### src/design/lte_pkg.sv
// package for the latency trimmed estimate unit
// holds the window sizing constants, widths and the structs shared between modules
// depends on nothing
`timescale 1ns / 1ps
`default_nettype none

package lte_pkg;

  // window and field sizing
  localparam int WinDepth = 16;
  localparam int SampleW  = 16;
  localparam int SlotW    = $clog2(WinDepth);
  localparam int CntW     = $clog2(WinDepth + 1);
  localparam int HeldW    = 5;
  localparam int EstW     = 17;
  localparam int TrimMax  = 4;

  // arithmetic widths
  localparam int SumW     = SampleW + CntW;
  localparam int SqW      = 2 * SampleW + CntW;
  localparam int DivW     = SqW + 2;
  localparam int RootW    = (DivW + 1) / 2;
  localparam int RemW     = RootW + 2;
  localparam int DivCntW  = $clog2(DivW + 1);
  localparam int RootCntW = $clog2(RootW + 1);

  localparam logic [EstW-1:0] EstMax = '1;

  // one classified sample handed from the front to the back
  typedef struct packed {
    logic [SampleW-1:0] sample;
    logic [SlotW-1:0]   slot;
    logic [CntW-1:0]    held;
    logic [CntW-1:0]    keep;
    logic [CntW-1:0]    first;
  } job_t;

  // one finished result
  typedef struct packed {
    logic [EstW-1:0]  estimate;
    logic [HeldW-1:0] held;
  } result_t;

  // shared divider
  typedef struct packed {
    logic            start;
    logic [DivW-1:0] dividend;
    logic [CntW-1:0] divisor;
  } div_req_t;

  typedef struct packed {
    logic            done;
    logic [DivW-1:0] quotient;
  } div_rsp_t;

  // square root unit
  typedef struct packed {
    logic            start;
    logic [DivW-1:0] radicand;
  } sqrt_req_t;

  typedef struct packed {
    logic             done;
    logic [RootW-1:0] root;
  } sqrt_rsp_t;

endpackage

`default_nettype wire

### src/design/lte_front.sv
// front end of the latency trimmed estimate unit
// accepts samples, keeps the window bookkeeping and queues classified jobs
// depends on lte_pkg
`timescale 1ns / 1ps
`default_nettype none

module lte_front (
  input  wire logic          clk_i,
  input  wire logic          rst_ni,
  input  wire logic          push_i,
  output logic               full_o,
  input  wire logic [15:0]   latency_sample_i,
  output lte_pkg::job_t      job_o,
  output logic               job_valid_o,
  input  wire logic          job_ready_i
);

  logic [lte_pkg::CntW-1:0]  held_q, held_d;
  logic [lte_pkg::SlotW-1:0] oldest_q, oldest_d;
  logic [lte_pkg::CntW-1:0]  removed;
  lte_pkg::job_t             new_job;
  lte_pkg::job_t             q_mem [2];
  logic                      wr_ptr_q, rd_ptr_q;
  logic [1:0]                fill_q, fill_d;
  logic                      accept, take;

  assign full_o      = (fill_q == 2'd2);
  assign job_valid_o = (fill_q != 2'd0);
  assign job_o       = q_mem[rd_ptr_q];
  assign accept      = push_i & ~full_o;
  assign take        = job_valid_o & job_ready_i;

  // window bookkeeping and trim classification
  always_comb begin
    held_d   = held_q;
    oldest_d = oldest_q;
    new_job.sample = latency_sample_i;
    if (held_q < lte_pkg::CntW'(lte_pkg::WinDepth)) begin
      // oldest slot stays at zero while the window fills
      new_job.slot = lte_pkg::SlotW'(held_q);
      held_d       = held_q + 1'b1;
    end else begin
      new_job.slot = oldest_q;
      if (oldest_q == lte_pkg::SlotW'(lte_pkg::WinDepth - 1)) begin
        oldest_d = '0;
      end else begin
        oldest_d = oldest_q + 1'b1;
      end
    end
    new_job.held = held_d;
    if (held_d > lte_pkg::CntW'(lte_pkg::TrimMax + 2)) begin
      removed = lte_pkg::CntW'(lte_pkg::TrimMax);
    end else if (held_d >= lte_pkg::CntW'(2)) begin
      removed = held_d - lte_pkg::CntW'(2);
    end else begin
      removed = '0;
    end
    new_job.keep  = held_d - removed;
    new_job.first = (removed + 1'b1) >> 1;
  end

  // queue fill level
  always_comb begin
    fill_d = fill_q;
    if (accept && !take) begin
      fill_d = fill_q + 2'd1;
    end else if (take && !accept) begin
      fill_d = fill_q - 2'd1;
    end
  end

  // control state
  always_ff @(posedge clk_i or negedge rst_ni) begin
    if (!rst_ni) begin
      held_q   <= '0;
      oldest_q <= '0;
      wr_ptr_q <= 1'b0;
      rd_ptr_q <= 1'b0;
      fill_q   <= 2'd0;
    end else begin
      fill_q <= fill_d;
      if (accept) begin
        held_q   <= held_d;
        oldest_q <= oldest_d;
        wr_ptr_q <= ~wr_ptr_q;
      end
      if (take) begin
        rd_ptr_q <= ~rd_ptr_q;
      end
    end
  end

  // job storage
  always_ff @(posedge clk_i) begin
    if (accept) begin
      q_mem[wr_ptr_q] <= new_job;
    end
  end

endmodule

`default_nettype wire

### src/design/lte_div.sv
// shared restoring divider, one quotient bit per cycle
// divides a wide dividend by the small kept-sample count
// depends on lte_pkg
`timescale 1ns / 1ps
`default_nettype none

module lte_div (
  input  wire logic              clk_i,
  input  wire logic              rst_ni,
  input  wire lte_pkg::div_req_t req_i,
  output lte_pkg::div_rsp_t      rsp_o
);

  logic                        busy_q, busy_d;
  logic                        done_q, done_d;
  logic [lte_pkg::DivCntW-1:0] cnt_q, cnt_d;
  logic [lte_pkg::DivW-1:0]    quo_q, quo_d;
  logic [lte_pkg::CntW-1:0]    rem_q, rem_d;
  logic [lte_pkg::CntW-1:0]    dsr_q, dsr_d;
  logic [lte_pkg::CntW:0]      rem_sh;

  assign rsp_o.done     = done_q;
  assign rsp_o.quotient = quo_q;

  // one shift-subtract step a cycle
  always_comb begin
    busy_d = busy_q;
    done_d = 1'b0;
    cnt_d  = cnt_q;
    quo_d  = quo_q;
    rem_d  = rem_q;
    dsr_d  = dsr_q;
    rem_sh = {rem_q, quo_q[lte_pkg::DivW-1]};
    if (req_i.start) begin
      quo_d  = req_i.dividend;
      rem_d  = '0;
      dsr_d  = req_i.divisor;
      cnt_d  = lte_pkg::DivCntW'(lte_pkg::DivW);
      busy_d = 1'b1;
    end else if (busy_q) begin
      quo_d = {quo_q[lte_pkg::DivW-2:0], 1'b0};
      if (rem_sh >= {1'b0, dsr_q}) begin
        rem_d    = lte_pkg::CntW'(rem_sh - {1'b0, dsr_q});
        quo_d[0] = 1'b1;
      end else begin
        rem_d = rem_sh[lte_pkg::CntW-1:0];
      end
      cnt_d = cnt_q - 1'b1;
      if (cnt_q == lte_pkg::DivCntW'(1)) begin
        busy_d = 1'b0;
        done_d = 1'b1;
      end
    end
  end

  always_ff @(posedge clk_i or negedge rst_ni) begin
    if (!rst_ni) begin
      busy_q <= 1'b0;
      done_q <= 1'b0;
      cnt_q  <= '0;
    end else begin
      busy_q <= busy_d;
      done_q <= done_d;
      cnt_q  <= cnt_d;
    end
  end

  always_ff @(posedge clk_i) begin
    quo_q <= quo_d;
    rem_q <= rem_d;
    dsr_q <= dsr_d;
  end

endmodule

`default_nettype wire

### src/design/lte_sqrt.sv
// integer square root, one root bit per cycle (digit by digit)
// gives floor(sqrt(radicand))
// depends on lte_pkg
`timescale 1ns / 1ps
`default_nettype none

module lte_sqrt (
  input  wire logic               clk_i,
  input  wire logic               rst_ni,
  input  wire lte_pkg::sqrt_req_t req_i,
  output lte_pkg::sqrt_rsp_t      rsp_o
);

  logic                         busy_q, busy_d;
  logic                         done_q, done_d;
  logic [lte_pkg::RootCntW-1:0] cnt_q, cnt_d;
  logic [2*lte_pkg::RootW-1:0]  op_q, op_d;
  logic [lte_pkg::RemW-1:0]     rem_q, rem_d;
  logic [lte_pkg::RootW-1:0]    root_q, root_d;
  logic [lte_pkg::RemW+1:0]     rem_sh;
  logic [lte_pkg::RemW+1:0]     trial;

  assign rsp_o.done = done_q;
  assign rsp_o.root = root_q;

  // bring down two radicand bits, try root*4+1
  always_comb begin
    busy_d = busy_q;
    done_d = 1'b0;
    cnt_d  = cnt_q;
    op_d   = op_q;
    rem_d  = rem_q;
    root_d = root_q;
    rem_sh = {rem_q, op_q[2*lte_pkg::RootW-1 -: 2]};
    trial  = (lte_pkg::RemW + 2)'({root_q, 2'b01});
    if (req_i.start) begin
      op_d   = (2 * lte_pkg::RootW)'(req_i.radicand);
      rem_d  = '0;
      root_d = '0;
      cnt_d  = lte_pkg::RootCntW'(lte_pkg::RootW);
      busy_d = 1'b1;
    end else if (busy_q) begin
      op_d = {op_q[2*lte_pkg::RootW-3:0], 2'b00};
      if (rem_sh >= trial) begin
        rem_d  = lte_pkg::RemW'(rem_sh - trial);
        root_d = {root_q[lte_pkg::RootW-2:0], 1'b1};
      end else begin
        rem_d  = lte_pkg::RemW'(rem_sh);
        root_d = {root_q[lte_pkg::RootW-2:0], 1'b0};
      end
      cnt_d = cnt_q - 1'b1;
      if (cnt_q == lte_pkg::RootCntW'(1)) begin
        busy_d = 1'b0;
        done_d = 1'b1;
      end
    end
  end

  always_ff @(posedge clk_i or negedge rst_ni) begin
    if (!rst_ni) begin
      busy_q <= 1'b0;
      done_q <= 1'b0;
      cnt_q  <= '0;
    end else begin
      busy_q <= busy_d;
      done_q <= done_d;
      cnt_q  <= cnt_d;
    end
  end

  always_ff @(posedge clk_i) begin
    op_q   <= op_d;
    rem_q  <= rem_d;
    root_q <= root_d;
  end

endmodule

`default_nettype wire

### src/design/lte_back.sv
// back end of the latency trimmed estimate unit
// holds the sample window, sorts it in a row of compare-swap cells, forms the
// trimmed mean and spread with the shared divider and root unit, queues results
// depends on lte_pkg, lte_div and lte_sqrt
`timescale 1ns / 1ps
`default_nettype none

module lte_back (
  input  wire logic          clk_i,
  input  wire logic          rst_ni,
  input  wire lte_pkg::job_t job_i,
  input  wire logic          job_valid_i,
  output logic               job_ready_o,
  output logic               empty_o,
  input  wire logic          pop_i,
  output logic [16:0]        estimate_o,
  output logic [4:0]         samples_held_o
);

  typedef enum logic [7:0] {
    S_IDLE = 8'b0000_0001,
    S_SORT = 8'b0000_0010,
    S_SUM  = 8'b0000_0100,
    S_MEAN = 8'b0000_1000,
    S_SQ   = 8'b0001_0000,
    S_VAR  = 8'b0010_0000,
    S_ROOT = 8'b0100_0000,
    S_DONE = 8'b1000_0000
  } back_state_e;

  back_state_e                   state_q, state_d;
  logic [lte_pkg::SampleW-1:0]   win_q [lte_pkg::WinDepth];
  logic [lte_pkg::SampleW-1:0]   srt_q [lte_pkg::WinDepth];
  logic [lte_pkg::SampleW-1:0]   srt_d [lte_pkg::WinDepth];
  logic [lte_pkg::SampleW-1:0]   sort_nxt [lte_pkg::WinDepth];
  logic [lte_pkg::SampleW-1:0]   rot [lte_pkg::WinDepth];
  logic [lte_pkg::CntW-1:0]      cnt_q, cnt_d;
  logic [lte_pkg::CntW-1:0]      held_q, held_d;
  logic [lte_pkg::CntW-1:0]      keep_q, keep_d;
  logic [lte_pkg::CntW-1:0]      first_q, first_d;
  logic [lte_pkg::SumW-1:0]      sum_q, sum_d;
  logic [lte_pkg::SampleW-1:0]   mean_q, mean_d;
  logic [2*lte_pkg::SampleW-1:0] prod_q, prod_d;
  logic                          prod_vld_q, prod_vld_d;
  logic [lte_pkg::SqW-1:0]       sq_q, sq_d;
  logic [lte_pkg::EstW-1:0]      est_q, est_d;
  logic [lte_pkg::SampleW-1:0]   dev;
  logic [lte_pkg::RootW:0]       est_sum;
  logic                          in_range;
  logic                          win_we;
  logic                          res_push;

  lte_pkg::div_req_t             div_req;
  lte_pkg::div_rsp_t             div_rsp;
  lte_pkg::sqrt_req_t            sqrt_req;
  lte_pkg::sqrt_rsp_t            sqrt_rsp;

  lte_pkg::result_t              res_mem [2];
  lte_pkg::result_t              res_in;
  logic                          res_wr_q, res_rd_q;
  logic [1:0]                    res_fill_q, res_fill_d;
  logic                          res_full, res_take;

  lte_div u_div (
    .clk_i  (clk_i),
    .rst_ni (rst_ni),
    .req_i  (div_req),
    .rsp_o  (div_rsp)
  );

  lte_sqrt u_sqrt (
    .clk_i  (clk_i),
    .rst_ni (rst_ni),
    .req_i  (sqrt_req),
    .rsp_o  (sqrt_rsp)
  );

  // position counter inside the kept band of the sorted row
  assign in_range = ({1'b0, cnt_q} >= {1'b0, first_q}) &&
                    ({1'b0, cnt_q} < ({1'b0, first_q} + {1'b0, keep_q}));

  // odd-even transposition cells, descending, and the row rotation
  always_comb begin
    for (int i = 0; i < lte_pkg::WinDepth; i++) begin
      sort_nxt[i] = srt_q[i];
      rot[i]      = srt_q[(i + 1) % lte_pkg::WinDepth];
    end
    for (int i = 0; i < lte_pkg::WinDepth - 1; i++) begin
      if (((i % 2) == 1) == cnt_q[0]) begin
        if (srt_q[i] < srt_q[i + 1]) begin
          sort_nxt[i]     = srt_q[i + 1];
          sort_nxt[i + 1] = srt_q[i];
        end
      end
    end
  end

  // absolute deviation from the mean of the head of the row
  assign dev = (srt_q[0] >= mean_q) ? (srt_q[0] - mean_q) : (mean_q - srt_q[0]);

  // mean plus root term, widened before the saturation check
  assign est_sum = (lte_pkg::RootW + 1)'(mean_q) + (lte_pkg::RootW + 1)'(sqrt_rsp.root);

  // sequencer
  always_comb begin
    state_d    = state_q;
    srt_d      = srt_q;
    cnt_d      = cnt_q;
    held_d     = held_q;
    keep_d     = keep_q;
    first_d    = first_q;
    sum_d      = sum_q;
    mean_d     = mean_q;
    prod_d     = prod_q;
    prod_vld_d = 1'b0;
    sq_d       = sq_q;
    est_d      = est_q;
    job_ready_o = 1'b0;
    win_we     = 1'b0;
    res_push   = 1'b0;
    div_req    = '0;
    sqrt_req   = '0;

    case (state_q)
      S_IDLE: begin
        if (job_valid_i) begin
          job_ready_o = 1'b1;
          win_we      = 1'b1;
          held_d      = job_i.held;
          keep_d      = job_i.keep;
          first_d     = job_i.first;
          // load valid entries, pad with zero so they sink below the held ones
          for (int i = 0; i < lte_pkg::WinDepth; i++) begin
            if (lte_pkg::CntW'(i) < job_i.held) begin
              srt_d[i] = (lte_pkg::SlotW'(i) == job_i.slot) ? job_i.sample : win_q[i];
            end else begin
              srt_d[i] = '0;
            end
          end
          if (job_i.held == lte_pkg::CntW'(1)) begin
            // a lone sample is its own estimate
            est_d   = lte_pkg::EstW'(job_i.sample);
            state_d = S_DONE;
          end else begin
            cnt_d   = '0;
            state_d = S_SORT;
          end
        end
      end

      S_SORT: begin
        srt_d = sort_nxt;
        if (cnt_q == lte_pkg::CntW'(lte_pkg::WinDepth - 1)) begin
          cnt_d   = '0;
          sum_d   = '0;
          state_d = S_SUM;
        end else begin
          cnt_d = cnt_q + 1'b1;
        end
      end

      S_SUM: begin
        srt_d = rot;
        if (in_range) begin
          sum_d = sum_q + lte_pkg::SumW'(srt_q[0]);
        end
        cnt_d = cnt_q + 1'b1;
        if (cnt_q == lte_pkg::CntW'(lte_pkg::WinDepth - 1)) begin
          div_req.start    = 1'b1;
          div_req.dividend = lte_pkg::DivW'(sum_d);
          div_req.divisor  = keep_q;
          state_d          = S_MEAN;
        end
      end

      S_MEAN: begin
        if (div_rsp.done) begin
          mean_d  = div_rsp.quotient[lte_pkg::SampleW-1:0];
          cnt_d   = '0;
          sq_d    = '0;
          state_d = S_SQ;
        end
      end

      S_SQ: begin
        // square stage is registered, accumulate stage works in the cycle after it
        if (prod_vld_q) begin
          sq_d = sq_q + lte_pkg::SqW'(prod_q);
        end
        if (cnt_q == lte_pkg::CntW'(lte_pkg::WinDepth)) begin
          div_req.start    = 1'b1;
          div_req.dividend = {sq_d, 2'b00};
          div_req.divisor  = keep_q;
          state_d          = S_VAR;
        end else begin
          prod_d     = dev * dev;
          prod_vld_d = in_range;
          srt_d      = rot;
          cnt_d      = cnt_q + 1'b1;
        end
      end

      S_VAR: begin
        if (div_rsp.done) begin
          sqrt_req.start    = 1'b1;
          sqrt_req.radicand = div_rsp.quotient;
          state_d           = S_ROOT;
        end
      end

      S_ROOT: begin
        if (sqrt_rsp.done) begin
          if (est_sum > (lte_pkg::RootW + 1)'(lte_pkg::EstMax)) begin
            est_d = lte_pkg::EstMax;
          end else begin
            est_d = lte_pkg::EstW'(est_sum);
          end
          state_d = S_DONE;
        end
      end

      S_DONE: begin
        if (!res_full) begin
          res_push = 1'b1;
          state_d  = S_IDLE;
        end
      end

      default: begin
        state_d = S_IDLE;
      end
    endcase
  end

  // result queue
  assign res_full       = (res_fill_q == 2'd2);
  assign empty_o        = (res_fill_q == 2'd0);
  assign res_take       = pop_i & ~empty_o;
  assign res_in.estimate = est_q;
  assign res_in.held     = lte_pkg::HeldW'(held_q);
  assign estimate_o     = res_mem[res_rd_q].estimate;
  assign samples_held_o = res_mem[res_rd_q].held;

  always_comb begin
    res_fill_d = res_fill_q;
    if (res_push && !res_take) begin
      res_fill_d = res_fill_q + 2'd1;
    end else if (res_take && !res_push) begin
      res_fill_d = res_fill_q - 2'd1;
    end
  end

  // control state
  always_ff @(posedge clk_i or negedge rst_ni) begin
    if (!rst_ni) begin
      state_q    <= S_IDLE;
      cnt_q      <= '0;
      prod_vld_q <= 1'b0;
      res_wr_q   <= 1'b0;
      res_rd_q   <= 1'b0;
      res_fill_q <= 2'd0;
    end else begin
      state_q    <= state_d;
      cnt_q      <= cnt_d;
      prod_vld_q <= prod_vld_d;
      res_fill_q <= res_fill_d;
      if (res_push) begin
        res_wr_q <= ~res_wr_q;
      end
      if (res_take) begin
        res_rd_q <= ~res_rd_q;
      end
    end
  end

  // datapath registers
  always_ff @(posedge clk_i) begin
    srt_q   <= srt_d;
    held_q  <= held_d;
    keep_q  <= keep_d;
    first_q <= first_d;
    sum_q   <= sum_d;
    mean_q  <= mean_d;
    prod_q  <= prod_d;
    sq_q    <= sq_d;
    est_q   <= est_d;
    if (win_we) begin
      win_q[job_i.slot] <= job_i.sample;
    end
    if (res_push) begin
      res_mem[res_wr_q] <= res_in;
    end
  end

endmodule

`default_nettype wire

### src/design/latency_trimmed_estimate_unit.sv
// Latency trimmed estimate unit: takes one 16-bit round-trip sample per beat,
// keeps the last 16 in a window and returns one beat per sample carrying
// the trimmed mean plus two standard deviations (saturating at 17 bits) and the
// number of samples held. The front queue takes up to two samples while the
// back end is busy, and two finished results wait on the output side. The
// first sample after reset skips the sort and the arithmetic and goes straight
// from the job take to the result queue; every later one passes through the back
// end in order: the job is taken, sorted in the compare-swap row, the kept band
// is summed, the one-bit-per-cycle divider forms the mean, the squared
// deviations are summed, the same divider forms the variance, the square root
// unit forms the root term and the result is queued. The shared divider takes
// most of the time in the back end. No clearing pass follows reset.
// depends on lte_pkg, lte_front and lte_back
`timescale 1ns / 1ps
`default_nettype none

module latency_trimmed_estimate_unit (
  input  wire logic        clk_i,
  input  wire logic        rst_ni,
  input  wire logic        push,
  output logic             full,
  input  wire logic [15:0] latency_sample_i,
  output logic             empty,
  input  wire logic        pop,
  output logic [16:0]      estimate_o,
  output logic [4:0]       samples_held_o
);

  lte_pkg::job_t job;
  logic          job_valid;
  logic          job_ready;

  // accept and classify samples
  lte_front u_front (
    .clk_i            (clk_i),
    .rst_ni           (rst_ni),
    .push_i           (push),
    .full_o           (full),
    .latency_sample_i (latency_sample_i),
    .job_o            (job),
    .job_valid_o      (job_valid),
    .job_ready_i      (job_ready)
  );

  // window, sort and estimate
  lte_back u_back (
    .clk_i          (clk_i),
    .rst_ni         (rst_ni),
    .job_i          (job),
    .job_valid_i    (job_valid),
    .job_ready_o    (job_ready),
    .empty_o        (empty),
    .pop_i          (pop),
    .estimate_o     (estimate_o),
    .samples_held_o (samples_held_o)
  );

endmodule

`default_nettype wire

### config.mk
export PLATFORM = sky130hd
export DESIGN_NAME = latency_trimmed_estimate_unit
export DESIGN_NICKNAME = d
export VERILOG_FILES = /design/src/design/lte_pkg.sv /design/src/design/lte_front.sv /design/src/design/lte_div.sv /design/src/design/lte_sqrt.sv /design/src/design/lte_back.sv /design/src/design/latency_trimmed_estimate_unit.sv
export SDC_FILE = /design/constraint.sdc
export NUM_CORES = 2
export LEC_CHECK = 0
export BUFFER_PORTS_ARGS = -buffer_cell sky130_fd_sc_hd__buf_2
export CORE_MARGIN = 5
export CORE_UTILIZATION = 60
export DETAILED_ROUTE_END_ITERATION = 10
export PLACE_DENSITY = 0.79
export SYNTH_ARGS = -nofsm -noshare
export SYNTH_HDL_FRONTEND = slang
export SYNTH_SLANG_ARGS = --single-unit
export TNS_END_PERCENT = 50
### constraint.sdc
create_clock -name clk_i -period 12.9 [get_ports clk_i]
set_input_delay 1.29 -clock clk_i [delete_from_list [all_inputs] [get_ports clk_i]]
set_output_delay 1.29 -clock clk_i [all_outputs]
set_load 0.01 [all_outputs]
==> metrics.txt <==
outcome finished clean; initial antenna violation count 3; worst setup margin 3180 ps; Util after Layout 0.657; dpl cell area 62400 µm²; Starting Density 0.605; Hold Path Class flop to flop; Post-Route WL 175000 µm; DRT antenna net count 0; Place WS 3280 ps; first drt pass iteration count 6; vias per cell 6.53; pins over their slew limit 0; CP endpoint u_back.prod_q[31]$_DFFE_PP_; Layout Nets 6408; routed via count 46504; number of synthesized flops with an enable pin 843; Worst setup SP type flop; FP Rows 116; input/output buffers 43; Critical Path AT 10170 ps; cell mode on critical path inv_1; flops & latches, synth 937; CTS tree built; CTS root buffer clkbuf_16; final hold vios 0; synthesis-to-finish area growth 8.56%; Total Neg Setup Slack 0 ps; Critical-path top delay cell a2111oi_0; reg2reg setup slack 3180 ps; Post-synth top cells edfxtp_1 (843), inv_1 (596), nor2_1 (517); critical path endpoint category flop; largest net degree at the start of global routing 88; hold_buf cts 0; clk buf depth 3; gr usage total 0.319; CTS H-tree lvls 3; post-DP HPWL 123000 µm; Crit Path Class flop to flop; part of the Yosys area used for sequential elements 0.452; Ant. Diodes 0; final weighted congestion in routability-driven placement 0.956; Slew @ Worst Pin 1350 ps; Sink Count 937; Synth top area share 0.418; worst path required time 13350 ps; Iter 0 DRT Violations 5500; post-synth top area cell edfxtp_1; max_cap viols 0; Slew headroom 0.102; mapped cell area 60600 µm²; crit path max fanout 11; die span in x 328 µm; Core ar. 100000 µm²; layout cell share with drive strength beyond 1 0.0838; FF-to-FF End u_back.prod_q[31]$_DFFE_PP_; Die ar. 108000 µm²; ratio of final minimum period to clock period 0.753; final non-filler cell area 65800 µm²; skew final 24.1 ps; vias in the first global route 45304; syn_nets 6432; Worst Setup SP u_back.rot[0]$_DFFE_PP_; Synth async-reset ratio 0.0491; drt wl/cell 24.6 µm; worst r2r path cells 35; Reg clk slew, reported paths 70 ps; final setup violation count 0; PostCTS Resize Cnt 0; Tmin final 9720 ps; RR Startpoint u_back.rot[0]$_DFFE_PP_; Die Ht 328 µm; synth unique cells 109; Cells after Synth 5764; top_reg_cell synth edfxtp_1; latest clock arrival within the worst-skew pair 710 ps; grt ovf 0; CTS Buf Count 99; RSZ-0062 raised after global routing false; max incr delay on CP 820 ps; global-route wire length before repair 266000 µm; Setup Fix Bufs, Post-CTS 0; I/O Pins 44; most frequent cell after synthesis edfxtp_1; YS warnings 0; FMAX 0.103 GHz; top area cells in the synthesized netlist edfxtp_1 (42%), ha_1 (9.8%), fa_1 (5.6%), inv_1 (3.7%), mux2i_1 (3.3%); Avg Inst Size Synth 10.5 µm²; DRC viols 0
==> how the worst min path moves through the flow <==
stage	from	end	cells past startpoint
6_report	u_back.est_q[3]$_DFFE_PP_	u_back.res_mem[1][8]$_DFFE_PP_	0
4_1_cts	u_back.est_q[3]$_DFFE_PP_	u_back.res_mem[1][8]$_DFFE_PP_	0
2_1_floorplan	u_back.held_q[0]$_DFFE_PP_	u_back.res_mem[0][0]$_DFFE_PP_	0
3_3_place_gp	u_back.est_q[16]$_SDFFCE_PP0P_	u_back.res_mem[0][21]$_DFFE_PP_	0
5_1_grt	u_back.est_q[12]$_DFFE_PP_	u_back.res_mem[0][17]$_DFFE_PP_	0
3_5_place_dp	u_back.est_q[3]$_DFFE_PP_	u_back.res_mem[1][8]$_DFFE_PP_	0
==> cell usage in the layout, fill, tap and decap left out, drive strengths merged, types with 68 or more instances in the layout <==
master and instances:
a211oi 228, a21o 118, a21oi 336, a221o 105
buf 135, clkbuf 115, edfxtp 843, fa 171
ha 477, inv 613, mux2i 202, nand2 493
nor2 521, nor3 68, o21ai 358, xnor2 99
==> registers in the layout (all words and copies together) (netlist names), 21 cells and up <==
signal               cells
u_back.sum_q            21
u_back.rot             256
u_back.sq_q             37
u_back.u_sqrt.op_q      40
u_back.win_q           256
u_front.q_mem           68
u_back.u_div.quo_q      39
u_back.u_sqrt.rem_q     22
u_back.prod_q           31
u_back.res_mem          44
==> layer usage <==
metal	up-vias	GRT usage	wire length, µm
met5	-	0.00453	73
met1	22298	0.415	65600
met4	2	0.152	10400
met2	2747	0.519	80800
met3	604	0.0596	18200
li1	20853	-	-
==> area by class of cell <==
class	instances	area, µm²
inverter	608	2290
multi-input combinational	3959	30200
fill	7446	34300
sequential	937	27400
timing repair buffer	135	906
clock inverter	70	856
clock buffer	115	2540
tap	1298	1620
==> cells by family after synthesis <==
logic type / after synthesis / share of synthesized area
multiplexers: 248 / 0.0419
AO/OA/AOI/OAI: 1490 / 0.166
XOR/XNOR: 166 / 0.0247
flip-flops: 937 / 0.452
buffers and inverters: 868 / 0.0567
adder cells (fa/ha/maj): 648 / 0.155
AND/OR/NAND/NOR: 1407 / 0.103
==> metrics by stage <==
stage | cells | hold slack, ps
6_report | 7122 | 446
5_1_grt | 7122 | 473
4_1_cts | 7122 | 449
3_5_place_dp | 6937 | 434
3_3_place_gp | 6937 | 425
2_1_floorplan | 5764 | 421
==> critical path, delay by kind of cell, from the launching register on <==
kind,cells,cell delay [ps]
fa+ha+maj,9,3820
simple gates,4,960
buf+inv,11,790
flops,1,520
compound gates,9,2810
xor+xnor,2,540
Power is left out: the tool's default activity adds up to more than one toggle a clock period on the data nets, which glitch-free logic cannot reach.
